--- src/hw/rtl/assert_macros.svh ---
`ifndef ASSERT_MACROS_SVH
`define ASSERT_MACROS_SVH

// Clocked property, held off while the synchronous reset is asserted.
`define ASSERT_CLK(label, clk, rst_n, prop, msg) \
    label: assert property (@(posedge clk) disable iff (!rst_n) prop) else $error(msg);

// Condition that must never be seen at a clock edge.
`define ASSERT_NEVER(label, clk, rst_n, expr, msg) \
    `ASSERT_CLK(label, clk, rst_n, !(expr), msg)

`endif

--- src/hw/rtl/pott_pkg.sv ---
`timescale 1ns / 1ps

package pott_pkg;

    localparam int SLOT_W = 5;
    localparam logic [7:0] MIN_STACK_RESET = 8'd32;

    localparam logic [3:0] FLAG_REMOTE  = 4'b0001;
    localparam logic [3:0] FLAG_PEND    = 4'b0010;
    localparam logic [3:0] FLAG_SUSP    = 4'b0100;
    localparam logic [3:0] FLAG_TIMEOUT = 4'b1000;

    typedef enum logic [2:0] {
        CMD_CREATE  = 3'd0,
        CMD_DELETE  = 3'd1,
        CMD_LOOKUP  = 3'd2,
        CMD_PEND    = 3'd3,
        CMD_SUSPEND = 3'd4,
        CMD_RESUME  = 3'd5
    } t_cmd;

    typedef enum logic [2:0] {
        STAT_OK          = 3'd0,
        STAT_ID_EXISTS   = 3'd1,
        STAT_PRI_EXISTS  = 3'd2,
        STAT_FULL        = 3'd3,
        STAT_NOT_FOUND   = 3'd4,
        STAT_STACK_SMALL = 3'd5
    } t_status;

    typedef enum logic [2:0] {
        OP_NONE   = 3'd0,
        OP_INSERT = 3'd1,
        OP_REMOVE = 3'd2,
        OP_SET    = 3'd3,
        OP_CLR    = 3'd4
    } t_op_kind;

    // Update broadcast to every cell.
    typedef struct packed {
        t_op_kind   kind;
        logic [7:0] id;
        logic [7:0] pri;
        logic [3:0] flags;
    } t_op;

    // Contents of one slot, also what moves between neighbors on a shift.
    typedef struct packed {
        logic       live;
        logic [3:0] flags;
        logic [7:0] pri;
        logic [7:0] id;
    } t_entry;

    localparam t_entry ENTRY_EMPTY = '0;

    // Registered compare results of one cell.
    typedef struct packed {
        logic id_hit;
        logic pri_hit;
        logic pri_gt;
        logic remote;
    } t_match;

endpackage

--- src/hw/rtl/pott_cell.sv ---
`timescale 1ns / 1ps

module pott_cell #(
    parameter int ENTRIES = 16,
    parameter int INDEX   = 0
) (
    input  logic                   i_clk,
    input  logic                   i_rst_n,
    input  logic [7:0]             i_key_id,
    input  logic [7:0]             i_key_pri,
    input  pott_pkg::t_op          i_op,
    input  logic [$clog2(ENTRIES)-1:0] i_pos,
    input  pott_pkg::t_entry       i_prev,
    input  pott_pkg::t_entry       i_next,
    output pott_pkg::t_entry       o_entry,
    output pott_pkg::t_match       o_match
);
    import pott_pkg::*;

    localparam int IW = $clog2(ENTRIES);
    localparam logic [IW-1:0] MY_IDX = IW'(INDEX);

    t_entry r_entry;
    t_entry n_entry;
    t_match r_match;

    always_comb begin
        n_entry = r_entry;
        unique case (i_op.kind)
            OP_INSERT: begin
                if (MY_IDX > i_pos) begin
                    n_entry = i_prev;
                end else if (MY_IDX == i_pos) begin
                    n_entry.live  = 1'b1;
                    n_entry.flags = i_op.flags;
                    n_entry.pri   = i_op.pri;
                    n_entry.id    = i_op.id;
                end
            end
            OP_REMOVE: begin
                if (MY_IDX >= i_pos) begin
                    n_entry = i_next;
                end
            end
            OP_SET: begin
                if (MY_IDX == i_pos) begin
                    n_entry.flags = r_entry.flags | i_op.flags;
                end
            end
            OP_CLR: begin
                if (MY_IDX == i_pos) begin
                    n_entry.flags = r_entry.flags & ~i_op.flags;
                end
            end
            default: ;
        endcase
    end

    // id and priority carry no reset, only live and flags do
    always_ff @(posedge i_clk) begin
        r_entry.pri <= n_entry.pri;
        r_entry.id  <= n_entry.id;
        if (!i_rst_n) begin
            r_entry.live  <= 1'b0;
            r_entry.flags <= '0;
        end else begin
            r_entry.live  <= n_entry.live;
            r_entry.flags <= n_entry.flags;
        end
    end

    always_ff @(posedge i_clk) begin
        if (!i_rst_n) begin
            r_match <= '0;
        end else begin
            r_match.id_hit  <= r_entry.live && (r_entry.id == i_key_id);
            r_match.pri_hit <= r_entry.live && (r_entry.pri == i_key_pri);
            r_match.pri_gt  <= r_entry.live && (r_entry.pri > i_key_pri);
            r_match.remote  <= r_entry.live && ((r_entry.flags & FLAG_REMOTE) != '0);
        end
    end

    assign o_entry = r_entry;
    assign o_match = r_match;

endmodule

--- src/hw/rtl/pott_ctrl.sv ---
`timescale 1ns / 1ps
`include "assert_macros.svh"

module pott_ctrl #(
    parameter int ENTRIES = 16
) (
    input  logic                       i_clk,
    input  logic                       i_rst_n,
    input  logic                       i_start,
    output logic                       o_busy,
    input  logic [2:0]                 i_command,
    input  logic [7:0]                 i_task_id,
    input  logic [7:0]                 i_task_priority,
    input  logic [7:0]                 i_stack_bytes,
    input  logic                       i_local_task,
    input  logic                       i_cfg_we,
    input  logic [7:0]                 i_cfg_wdata,
    input  pott_pkg::t_match           i_match [ENTRIES],
    output logic [7:0]                 o_key_id,
    output logic [7:0]                 o_key_pri,
    output pott_pkg::t_op              o_op,
    output logic [$clog2(ENTRIES)-1:0] o_pos,
    output logic                       o_done,
    output logic [2:0]                 o_status_code,
    output logic [pott_pkg::SLOT_W-1:0] o_slot_index,
    output logic [pott_pkg::SLOT_W-1:0] o_task_count
);
    import pott_pkg::*;

    localparam int IW = $clog2(ENTRIES);
    localparam int CW = $clog2(ENTRIES + 1);
    localparam logic [CW-1:0] SLOT_NONE = CW'(ENTRIES);

    typedef enum logic [2:0] {
        S_IDLE = 3'b001,
        S_CMP  = 3'b010,
        S_ACT  = 3'b100
    } t_state;

    t_state        r_state;
    logic          r_done;
    logic [CW-1:0] r_count;
    logic [CW-1:0] n_count;
    logic [7:0]    r_min_stack;
    t_cmd          r_cmd;
    logic [7:0]    r_id;
    logic [7:0]    r_pri;
    logic [7:0]    r_stk;
    logic          r_local;
    t_status       r_status;
    t_status       n_status;
    logic [CW-1:0] r_slot;
    logic [CW-1:0] n_slot;

    logic [ENTRIES-1:0] id_v;
    logic [ENTRIES-1:0] pri_v;
    logic [ENTRIES-1:0] gt_v;
    logic [ENTRIES-1:0] rmt_v;
    logic [ENTRIES-1:0] hit_v;
    logic [ENTRIES-1:0] first_hit;
    logic [ENTRIES-1:0] first_id;
    logic [ENTRIES-1:0] first_gt;
    logic [IW-1:0]      id_pos;
    logic               found;
    logic               is_remote;
    logic               full;
    t_op                op;
    logic [IW-1:0]      pos;

    function automatic logic [IW-1:0] enc(input logic [ENTRIES-1:0] oh);
        logic [IW-1:0] res;
        res = '0;
        for (int i = 0; i < ENTRIES; i++) begin
            if (oh[i]) begin
                res = res | IW'(i);
            end
        end
        return res;
    endfunction

    always_comb begin
        for (int i = 0; i < ENTRIES; i++) begin
            id_v[i]  = i_match[i].id_hit;
            pri_v[i] = i_match[i].pri_hit;
            gt_v[i]  = i_match[i].pri_gt;
            rmt_v[i] = i_match[i].remote;
        end
    end

    // lowest set bit isolates the first matching slot
    assign hit_v     = id_v | pri_v;
    assign first_hit = hit_v & (~hit_v + ENTRIES'(1));
    assign first_id  = id_v & (~id_v + ENTRIES'(1));
    assign first_gt  = gt_v & (~gt_v + ENTRIES'(1));
    assign id_pos    = enc(first_id);
    assign found     = |id_v;
    assign is_remote = |(first_id & rmt_v);
    assign full      = (r_count >= CW'(ENTRIES));

    always_comb begin
        n_status  = STAT_NOT_FOUND;
        n_slot    = SLOT_NONE;
        n_count   = r_count;
        op.kind   = OP_NONE;
        op.id     = r_id;
        op.pri    = r_pri;
        op.flags  = '0;
        pos       = id_pos;
        unique case (r_cmd)
            CMD_CREATE: begin
                if (full) begin
                    n_status = STAT_FULL;
                end else if (r_stk <= r_min_stack) begin
                    n_status = STAT_STACK_SMALL;
                end else if (|hit_v) begin
                    n_status = (|(first_hit & id_v)) ? STAT_ID_EXISTS : STAT_PRI_EXISTS;
                end else begin
                    n_status = STAT_OK;
                    pos      = (|gt_v) ? enc(first_gt) : r_count[IW-1:0];
                    op.kind  = OP_INSERT;
                    op.flags = r_local ? 4'b0000 : FLAG_REMOTE;
                    n_slot   = CW'(pos);
                    n_count  = r_count + CW'(1);
                end
            end
            CMD_DELETE: begin
                if (found) begin
                    n_status = STAT_OK;
                    n_slot   = CW'(id_pos);
                    if (!is_remote) begin
                        op.kind = OP_REMOVE;
                        n_count = r_count - CW'(1);
                    end
                end
            end
            CMD_LOOKUP: begin
                if (found) begin
                    n_status = STAT_OK;
                    n_slot   = CW'(id_pos);
                end
            end
            CMD_PEND: begin
                if (found) begin
                    n_status = STAT_OK;
                    n_slot   = CW'(id_pos);
                    op.kind  = OP_SET;
                    op.flags = FLAG_PEND;
                end
            end
            CMD_SUSPEND: begin
                if (found) begin
                    n_status = STAT_OK;
                    n_slot   = CW'(id_pos);
                    op.kind  = OP_SET;
                    op.flags = FLAG_SUSP;
                end
            end
            CMD_RESUME: begin
                if (found) begin
                    n_status = STAT_OK;
                    n_slot   = CW'(id_pos);
                    op.kind  = OP_CLR;
                    op.flags = FLAG_PEND | FLAG_SUSP | FLAG_TIMEOUT;
                end
            end
            default: ;
        endcase
        if (r_state != S_ACT) begin
            op.kind = OP_NONE;
        end
    end

    always_ff @(posedge i_clk) begin
        if (!i_rst_n) begin
            r_state     <= S_IDLE;
            r_done      <= 1'b0;
            r_count     <= '0;
            r_min_stack <= MIN_STACK_RESET;
        end else begin
            r_done <= 1'b0;
            if (i_cfg_we) begin
                r_min_stack <= i_cfg_wdata;
            end
            unique case (r_state)
                S_IDLE: begin
                    if (i_start) begin
                        r_state <= S_CMP;
                    end
                end
                S_CMP: begin
                    r_state <= S_ACT;
                end
                S_ACT: begin
                    r_state <= S_IDLE;
                    r_done  <= 1'b1;
                    r_count <= n_count;
                end
                default: begin
                    r_state <= S_IDLE;
                end
            endcase
        end
    end

    always_ff @(posedge i_clk) begin
        if (r_state == S_IDLE && i_start) begin
            r_cmd   <= t_cmd'(i_command);
            r_id    <= i_task_id;
            r_pri   <= i_task_priority;
            r_stk   <= i_stack_bytes;
            r_local <= i_local_task;
        end
        if (r_state == S_ACT) begin
            r_status <= n_status;
            r_slot   <= n_slot;
        end
    end

    assign o_busy        = (r_state != S_IDLE);
    assign o_key_id      = r_id;
    assign o_key_pri     = r_pri;
    assign o_op          = op;
    assign o_pos         = pos;
    assign o_done        = r_done;
    assign o_status_code = r_status;
    assign o_slot_index  = SLOT_W'(r_slot);
    assign o_task_count  = SLOT_W'(r_count);

    `ASSERT_NEVER(a_count_range, i_clk, i_rst_n, r_count > CW'(ENTRIES), "live count above table size")
    `ASSERT_CLK(a_done_after_act, i_clk, i_rst_n, r_done |-> $past(r_state == S_ACT), "result without evaluation")
    `ASSERT_CLK(a_err_no_slot, i_clk, i_rst_n, (r_done && r_status != STAT_OK) |-> (r_slot == SLOT_NONE), "error result carries a slot")
    `ASSERT_CLK(a_create_grows, i_clk, i_rst_n, (r_done && r_cmd == CMD_CREATE && r_status == STAT_OK) |-> (r_count == $past(r_count) + CW'(1)), "create did not add an entry")

endmodule

--- src/hw/rtl/priority_ordered_task_table_core.sv ---
`timescale 1ns / 1ps
// A command taken while idle passes through capture, cell compare and apply; its result strobe
// follows the apply state. No new command is taken until the block is idle again; busy covers the
// compare and apply cycles. Results cannot be stalled by the receiver.
// Reset (synchronous, active low): table empty, all flags clear, min stack 32.
// Configuration writes are taken in any cycle and should only be issued while idle.
module priority_ordered_task_table_core #(
    parameter int ENTRIES = 16
) (
    input  logic       i_clk,
    input  logic       i_rst_n,
    input  logic       start,
    output logic       busy,
    input  logic [2:0] i_command,
    input  logic [7:0] i_task_id,
    input  logic [7:0] i_task_priority,
    input  logic [7:0] i_stack_bytes,
    input  logic       i_local_task,
    input  logic       i_cfg_we,
    input  logic [7:0] i_cfg_wdata,
    output logic       o_done,
    output logic [2:0] o_status_code,
    output logic [4:0] o_slot_index,
    output logic [4:0] o_task_count
);
    import pott_pkg::*;

    localparam int IW = $clog2(ENTRIES);

    t_entry        w_entry [ENTRIES];
    t_entry        w_prev  [ENTRIES];
    t_entry        w_next  [ENTRIES];
    t_match        w_match [ENTRIES];
    t_op           w_op;
    logic [IW-1:0] w_pos;
    logic [7:0]    w_key_id;
    logic [7:0]    w_key_pri;

    for (genvar g = 0; g < ENTRIES; g++) begin : g_cell
        if (g == 0) begin : g_head
            assign w_prev[g] = ENTRY_EMPTY;
        end else begin : g_mid_prev
            assign w_prev[g] = w_entry[g-1];
        end
        if (g == ENTRIES - 1) begin : g_tail
            assign w_next[g] = ENTRY_EMPTY;
        end else begin : g_mid_next
            assign w_next[g] = w_entry[g+1];
        end

        pott_cell #(
            .ENTRIES (ENTRIES),
            .INDEX   (g)
        ) u_cell (
            .i_clk     (i_clk),
            .i_rst_n   (i_rst_n),
            .i_key_id  (w_key_id),
            .i_key_pri (w_key_pri),
            .i_op      (w_op),
            .i_pos     (w_pos),
            .i_prev    (w_prev[g]),
            .i_next    (w_next[g]),
            .o_entry   (w_entry[g]),
            .o_match   (w_match[g])
        );
    end

    pott_ctrl #(
        .ENTRIES (ENTRIES)
    ) u_ctrl (
        .i_clk           (i_clk),
        .i_rst_n         (i_rst_n),
        .i_start         (start),
        .o_busy          (busy),
        .i_command       (i_command),
        .i_task_id       (i_task_id),
        .i_task_priority (i_task_priority),
        .i_stack_bytes   (i_stack_bytes),
        .i_local_task    (i_local_task),
        .i_cfg_we        (i_cfg_we),
        .i_cfg_wdata     (i_cfg_wdata),
        .i_match         (w_match),
        .o_key_id        (w_key_id),
        .o_key_pri       (w_key_pri),
        .o_op            (w_op),
        .o_pos           (w_pos),
        .o_done          (o_done),
        .o_status_code   (o_status_code),
        .o_slot_index    (o_slot_index),
        .o_task_count    (o_task_count)
    );

endmodule
--- config.mk ---
export PLATFORM = sky130hd
export DESIGN_NAME = priority_ordered_task_table_core
export DESIGN_NICKNAME = d
export VERILOG_FILES = /design/src/hw/rtl/pott_pkg.sv /design/src/hw/rtl/pott_cell.sv /design/src/hw/rtl/pott_ctrl.sv /design/src/hw/rtl/priority_ordered_task_table_core.sv
export VERILOG_INCLUDE_DIRS = /design/src /design/src/hw/rtl
export SDC_FILE = /design/constraint.sdc
export NUM_CORES = 1
export LEC_CHECK = 0
export BUFFER_PORTS_ARGS = -buffer_cell sky130_fd_sc_hd__buf_2
export CORE_ASPECT_RATIO = 0.5
export CORE_MARGIN = 2
export CORE_UTILIZATION = 40
export DETAILED_ROUTE_END_ITERATION = 8
export GPL_ROUTABILITY_DRIVEN = 0
export GPL_TIMING_DRIVEN = 1
export PLACE_DENSITY = 0.63
export SYNTH_ARGS = -nofsm -noshare
export SYNTH_HDL_FRONTEND = slang
export SYNTH_SLANG_ARGS = --single-unit
--- constraint.sdc ---
create_clock -name i_clk -period 9.9 [get_ports i_clk]
set_input_delay 0.99 -clock i_clk [delete_from_list [all_inputs] [get_ports i_clk]]
set_output_delay 0.99 -clock i_clk [all_outputs]
set_load 0.02 [all_outputs]
-- Word-level counts from Yosys, hierarchy flattened
Cells that the tools add are included.
- reductions and logical operators: 110
- eq/ne operators: 131
- mux-type cells: 200
- bitwise logic cells: 42
- magnitude comparators: 50
- add/subtract/negate cells: 5
- operators by type and width (operator ; count):
    $mux 21 ; 48
    $pmux 16 s2 ; 16
    $pmux 4 s4 ; 17
    $eq 8x8->1 ; 32
    $mux 4 ; 57
    $gt 8x8->1 ; 16
    $ne 2x1->1 const B ; 49
    $and 16x16->16 ; 5
    $reduce_and 5->1 ; 16
    $reduce_or 16->1 ; 5
    $logic_and 1x1->1 ; 65
    $and 4x4->4 ; 16
    $or 4x4->4 ; 16
    $mux 3 ; 19
    $ne 3x1->1 const B ; 17
    $add 16x1->16 const B ; 3
    $not 16->16 ; 3
    $reduce_and 3->1 ; 16
    $mux 5 ; 9
    $eq 4x4->1 const A ; 8
    $ge 4x4->1 const A ; 8
    $gt 4x4->1 const A ; 8
    $pmux 1 s2 ; 16
    $pmux 5 s2 ; 2
    other kinds (31) ; 71
- logic and storage cells: 677
- bits in registers: 453
- input bits: 40

-- Depth between registers and ports, before layout
- depth in word-level cells: 27
- gate-level depth with buffers: 15
- depth with buffers taken out: 12

-- Hierarchy
A second synthesis with hierarchy kept.
- cell total of the unflattened synthesis: 3097
- area, all modules: 29781.1 um^2
- modules (own cells, without submodules) (module ; seq. area each (um^2) ; instances ; cells each ; area an instance (um^2)):
    pott_ctrl ; 1421.4 ; 1 ; 335 ; 3279.4
    pott_cell (g_cell[13].u_cell) ; 660.6 ; 1 ; 179 ; 1781.7
    pott_cell (g_cell[7].u_cell) ; 660.6 ; 1 ; 174 ; 1715.4
    pott_cell (g_cell[3].u_cell) ; 660.6 ; 1 ; 178 ; 1710.4
    pott_cell (g_cell[10].u_cell) ; 660.6 ; 1 ; 170 ; 1707.9
    pott_cell (g_cell[15].u_cell) ; 660.6 ; 1 ; 187 ; 1701.6
    pott_cell (g_cell[12].u_cell) ; 660.6 ; 1 ; 185 ; 1689.1
    pott_cell (g_cell[4].u_cell) ; 660.6 ; 1 ; 187 ; 1686.6
    pott_cell (g_cell[1].u_cell) ; 660.6 ; 1 ; 175 ; 1674.1
    pott_cell (g_cell[2].u_cell) ; 660.6 ; 1 ; 179 ; 1662.8
    pott_cell (g_cell[9].u_cell) ; 660.6 ; 1 ; 169 ; 1659.1
    pott_cell (g_cell[11].u_cell) ; 660.6 ; 1 ; 171 ; 1647.8
    pott_cell (g_cell[14].u_cell) ; 660.6 ; 1 ; 195 ; 1639.1
    pott_cell (g_cell[6].u_cell) ; 660.6 ; 1 ; 166 ; 1631.6
    +4 rows ; - ; - ; - ; -

-- Worst setup path before layout
Ideal clock, no wire load.
- kind: flip-flop to flip-flop
- from: register g_cell[4].u_cell.r_match (netlist bit g_cell[4].u_cell.o_match[1])
- to: register g_cell[2].u_cell.r_entry (netlist bit g_cell[2].u_cell.o_entry[20])
- period minus slack after synthesis: 4.184 ns
- setup slack: 5.716 ns
- library setup time: 0.073 ns
- data arrival time: 4.111 ns
- path buffers: 0
- cell stages (with the launch flop): 10
- cell sequence: dfxtp_1 > or4_1 > or4_4 > or3_1 > and2_1 > a21oi_1 > nor2_1 > nor3_1 > o221ai_1 > a21oi_1
- cells in the longest elaborated chain, start to end: 23
- ends and longest elaborated chain (item ; line ; RTL):
    start: declaration ; pott_cell.sv:25 ; t_match r_match;
    $not 16->16 ; pott_ctrl.sv:94 ; assign first_gt = gt_v & (~gt_v + ENTRIES'(1));
    $add 16x1->16 ; pott_ctrl.sv:94 ;
    $and 16x16->16 ; pott_ctrl.sv:94 ;
    $mux 3 (4 in series) ; pott_ctrl.sv:74 ; if (oh[i]) begin
    $mux 4 (8 in series) ; pott_ctrl.sv:74 ;
    $mux 4 (*) ; pott_ctrl.sv:119 ; pos = (|gt_v) ? enc(first_gt) : r_count[IW-1:0];
    $mux 4 (*) ; pott_ctrl.sv:115 ; end else if (|hit_v) begin
    $mux 4 (*) ; pott_ctrl.sv:113 ; end else if (r_stk <= r_min_stack) begin
    $mux 4 (*) ; pott_ctrl.sv:111 ; if (full) begin
    $mux 4 (*) ; pott_ctrl.sv:109 ; unique case (r_cmd)
    $gt 2x4->1, or another cell as far along ; pott_cell.sv:31 ; if (MY_IDX > i_pos) begin
    $ne 3x1->1 (no line), or another cell as far along ; - ;
    $reduce_and 3->1 (no line) or $pmux 1 s2 (tied branches) ; - ;
    end: declaration ; pott_cell.sv:23 ; t_entry r_entry;
Mark *: on every way between the ends. The rest lies on a longest branch, timed or not.
A chain may end at the register's enable or synchronous reset.

-- Worst setup path after layout
- from: register g_cell[10].u_cell.r_match (netlist bit g_cell[10].u_cell.o_match[3])
- to: register g_cell[0].u_cell.r_entry (netlist bit g_cell[0].u_cell.o_entry[10]) (enable)
- cells in the longest elaborated chain, start to end: 16
- ends and longest elaborated chain (item ; line ; RTL):
    start: declaration ; pott_cell.sv:25 ;
    $not 16->16 ; pott_ctrl.sv:93 ; assign first_id = id_v & (~id_v + ENTRIES'(1));
    $add 16x1->16 ; pott_ctrl.sv:93 ;
    $and 16x16->16 ; pott_ctrl.sv:93 ;
    $mux 4 (6 in series) ; pott_ctrl.sv:74 ;
    $mux 4 ; pott_ctrl.sv:115 ;
    $mux 4 ; pott_ctrl.sv:113 ;
    $mux 4 ; pott_ctrl.sv:111 ;
    $mux 4 ; pott_ctrl.sv:109 ;
    $gt 1x4->1, or another cell as far along ; pott_cell.sv:31 ;
    $ne 3x1->1 (no line) or $ne 2x1->1 (tied branches) ; - ;
    $reduce_and 3->1 (no line) (*) ; - ;
    end: declaration ; pott_cell.sv:23 ;
Marked as above.

==> impl_metrics.json <==
{
  "worst_r2r_startpoint": "g_cell[10].u_cell.o_match[3]",
  "clk_latency_ns": 0.55,
  "post-route-min-period_ns": 4.71,
  "critPathRequiredTime_ns": 10.08,
  "antenna_found_initial": 3,
  "slew_viol_final": 0,
  "hold_viol": 0,
  "synth_enable_flop_cells": 292,
  "vias_per_cell": 5.89,
  "max_freq_mhz": 212,
  "yosysSeqAreaShare_pct": 46.4,
  "r2r_setup_slack_ns": 5.19,
  "synth_cell_type_count": 77,
  "async_flop_share_pct": 0,
  "hold_buffers": 0,
  "core_um2": 59000,
  "path_depth": 9,
  "crit_type": "flop to flop",
  "die-area_um2": 61600,
  "drive_above_1_share_pct": 8.17,
  "power.density_nw_per_um2": 138,
  "place_hpwl_mm": 52.8,
  "stdcell_area_um2": 26200,
  "layout.cells.non_filler": 3316,
  "cpMaxStageDelayCell": "a21o_1",
  "syn_inst": 2519,
  "status": "finished, final reports clean",
  "grt_max_degree": 129,
  "cts_setup_buffers": 0,
  "cts_buffers": 42,
  "worstPathArrival_ns": 4.89,
  "syn_area_um2": 23800,
  "wirelength_mm": 74.1,
  "route.detailed.drc": 0,
  "globalRouteOverflowTotal": 0,
  "whs_ns": 0.462,
  "hold_end": "u_ctrl.r_state[2]",
  "io_pins": 55,
  "comb_power_share_pct": 6.4,
  "drt-initial-drc-count": 2545,
  "syn_nets": 2699,
  "min_from": "u_ctrl.r_state[0]",
  "grt_pass1_wl_mm": 112,
  "layout_worst_path_cycle_share_pct": 47.6,
  "switching_power_uw": 854,
  "setup_viol": 0,
  "wl_per_cell_um": 22.3,
  "clkPwrFrac_pct": 43.1,
  "synth_flop_cell": "edfxtp_1",
  "crit_fanout": 28,
  "clk_path_buf_depth": 3,
  "seq_power_share_pct": 50.5,
  "start_util_pct": 40.3,
  "clockRootBuffer": "clkbuf_16",
  "r2r_end": "g_cell[0].u_cell.o_entry[10]",
  "setup_tns_ns": 0,
  "tightestPinTransition_ns": 1.24,
  "placedCellCount": 3238,
  "rows": 63,
  "crit_path_frequent_cell": "and4b_1",
  "min_delay_path_depth": 1,
  "area_delta_synth_final_pct": 10.1,
  "grt_setup_unrepaired": "no",
  "p_sw_share_pct": 23.7,
  "path_delay_family": "compound AO/OA/AOI/OAI gates",
  "synth_warnings": 0,
  "ys_ff_latch": 405,
  "clock-sinks": 405,
  "power_leakage_nw": 9.84,
  "fin_nets": 2682,
  "fp.dieH_um": 176,
  "r2r_cells": 9,
  "p_int_mw": 2.75,
  "skew_ns": 0.0162,
  "cts_max_level": 2,
  "die_width_um": 349,
  "cts_resized": 0,
  "path_clk_slew_ns": 0.07,
  "post_dp_cell_area_um2": 24900,
  "holdCritPathClass": "flop to flop",
  "grt_pass1_vias": 17900,
  "maxSlewHeadroom_pct": 17.2,
  "grt_use_total_pct": 23.6,
  "startpoint_type": "flop",
  "peakVddDrop_v": 0.000105,
  "port-buffer-count": 54,
  "firstDrtPassIters": 6,
  "ant_nets": 0,
  "cts_tree": "done",
  "avgSynthCellArea_um2": 9.44,
  "crit_chain": "nor4_1 -> and4b_1 -> and4b_1 -> o211a_1 -> a21o_1 -> o31a_1 -> buf_4 -> nand2_1 -> inv_1",
  "max_stage_delay_ns": 0.95,
  "vias": 19500,
  "max_cap_violations": 0,
  "cp.buffers_inverters": 2,
  "end_kind": "flop"
}
## state kept, by name, indices dropped and copies added, names as in the netlist
signal and count:
u_ctrl.o_task_count 5, g_cell.u_cell.o_entry 288, u_ctrl.o_key_pri 8, u_ctrl.o_key_id 8, u_ctrl.r_local 1, u_ctrl.o_slot_index 5
u_ctrl.r_state 3, g_cell.u_cell.o_match 64, u_ctrl.o_done 1, u_ctrl.o_status_code 3, u_ctrl.r_stk 8, u_ctrl.r_cmd 3
u_ctrl.r_min_stack 8
## worst max-delay path by stage
stage / startpoint / endpoint / slack [ns]
final: g_cell[10].u_cell.o_match[3] / g_cell[0].u_cell.o_entry[10] / 5.19
after global routing: g_cell[12].u_cell.o_match[3] / g_cell[0].u_cell.o_entry[10] / 4.91
after global placement: g_cell[10].u_cell.o_match[3] / g_cell[0].u_cell.o_entry[1] / 5.41
after CTS: g_cell[10].u_cell.o_match[3] / g_cell[0].u_cell.o_entry[3] / 5.28
after floorplan: g_cell[4].u_cell.o_match[1] / g_cell[2].u_cell.o_entry[20] / 5.72
after detailed placement: g_cell[10].u_cell.o_match[3] / g_cell[0].u_cell.o_entry[1] / 5.33
## logic make-up (layout without fill, tap and decap cells)
| group | Yosys count | in the layout | synth area share, % |
|---|---|---|---|
| compound gates | 621 | 621 | 15.4 |
| xor+xnor | 132 | 132 | 4.86 |
| fa+ha+maj | 140 | 140 | 7.39 |
| buf+inv | 229 | 245 | 3.79 |
| flops | 405 | 405 | 46.4 |
| mux | 149 | 149 | 6.30 |
| other cells | 0 | 1 | 0 |
| simple gates | 843 | 843 | 15.9 |
## cells in the mapped netlist (16+ instances only)
cell,count,share of area [%]
a21o_1,18,0.57
a21oi_1,159,3.3
a31oi_1,43,1.1
and3_1,18,0.47
buf_1,20,0.32
clkbuf_1,134,2.1
dfxtp_1,113,9.5
edfxtp_1,292,37
ha_1,139,7.3
inv_1,52,0.82
mux2i_1,143,6.0
nand2_1,399,6.3
nand2b_1,21,0.55
nand3_1,40,0.84
nand4_1,42,1.1
nor2_1,181,2.9
nor2b_1,16,0.42
nor3_1,48,1.0
nor4_1,31,0.82
o21a_1,46,1.5
o21ai_0,255,5.4
xnor2_1,116,4.3
xor2_1,16,0.59
## worst reg2reg max path, cell delays in order (launching register included)
cell     delay, ns
dfxtp_1       0.38
nor4_1        0.45
and4b_1       0.28
and4b_1       0.35
o211a_1       0.66
a21o_1        0.95
o31a_1        0.25
buf_4         0.32
nand2_1       0.15
inv_1         0.54
## layout by cell type, fill, tap and decap left out, drive strengths merged, types with 8 or more instances in the layout
cell type,instances
nor4,31
edfxtp,292
a21o,18
ha,139
nor3,48
nand4,42
a211oi,8
nand2b,21
o31ai,8
xor2,16
a21oi,160
xnor2,116
a31oi,44
o211ai,13
o21ai,262
nor2,181
buf,109
mux2i,143
o21a,46
clkinv,26
inv,52
nor2b,16
and3,18
clkbuf,57
dfxtp,113
nand3,40
nand2,399
a221oi,11
or3,13
## cell type report
type / instances / area (um^2)
Inverter: 59 / 221
Clock inverter: 20 / 101
Tap cell: 780 / 976
Sequential cell: 405 / 11000
Multi-Input combinational cell: 1885 / 12000
Clock buffer: 57 / 1210
Fill cell: 5611 / 32900
Antenna cell: 1 / 2.50
Timing Repair Buffer: 109 / 683
## routing by layer
metal  vias up  GRT usage, %  wire length [um]
met5         -             0                12
met4         2          3.68               946
met3        84          5.71              9150
met2       975          31.6             28400
met1      9362          37.9             35600
li1       9098             -                 -
## power groups by stage
| stage | registers [mW] | clock network [mW] | logic, mW |
|---|---|---|---|
| floorplan | 1.85 | 0 | 0.152 |
| global placement | 1.86 | 0 | 0.220 |
| detailed placement | 1.86 | 0 | 0.225 |
| CTS | 1.82 | 1.57 | 0.227 |
| global route | 1.82 | 1.64 | 0.253 |
| finish | 1.82 | 1.55 | 0.231 |
## per-stage QoR
stage | worst slack (ns) | utilization, % | total power, mW
floorplan | 5.72 | - | 2.00
global placement | 5.41 | 42.1 | 2.08
detailed placement | 5.33 | 42.1 | 2.08
CTS | 5.28 | 44.4 | 3.62
global route | 4.91 | 44.4 | 3.71
finish | 5.19 | 44.4 | 3.61
Note: power is estimated with default switching activity, not from simulation.
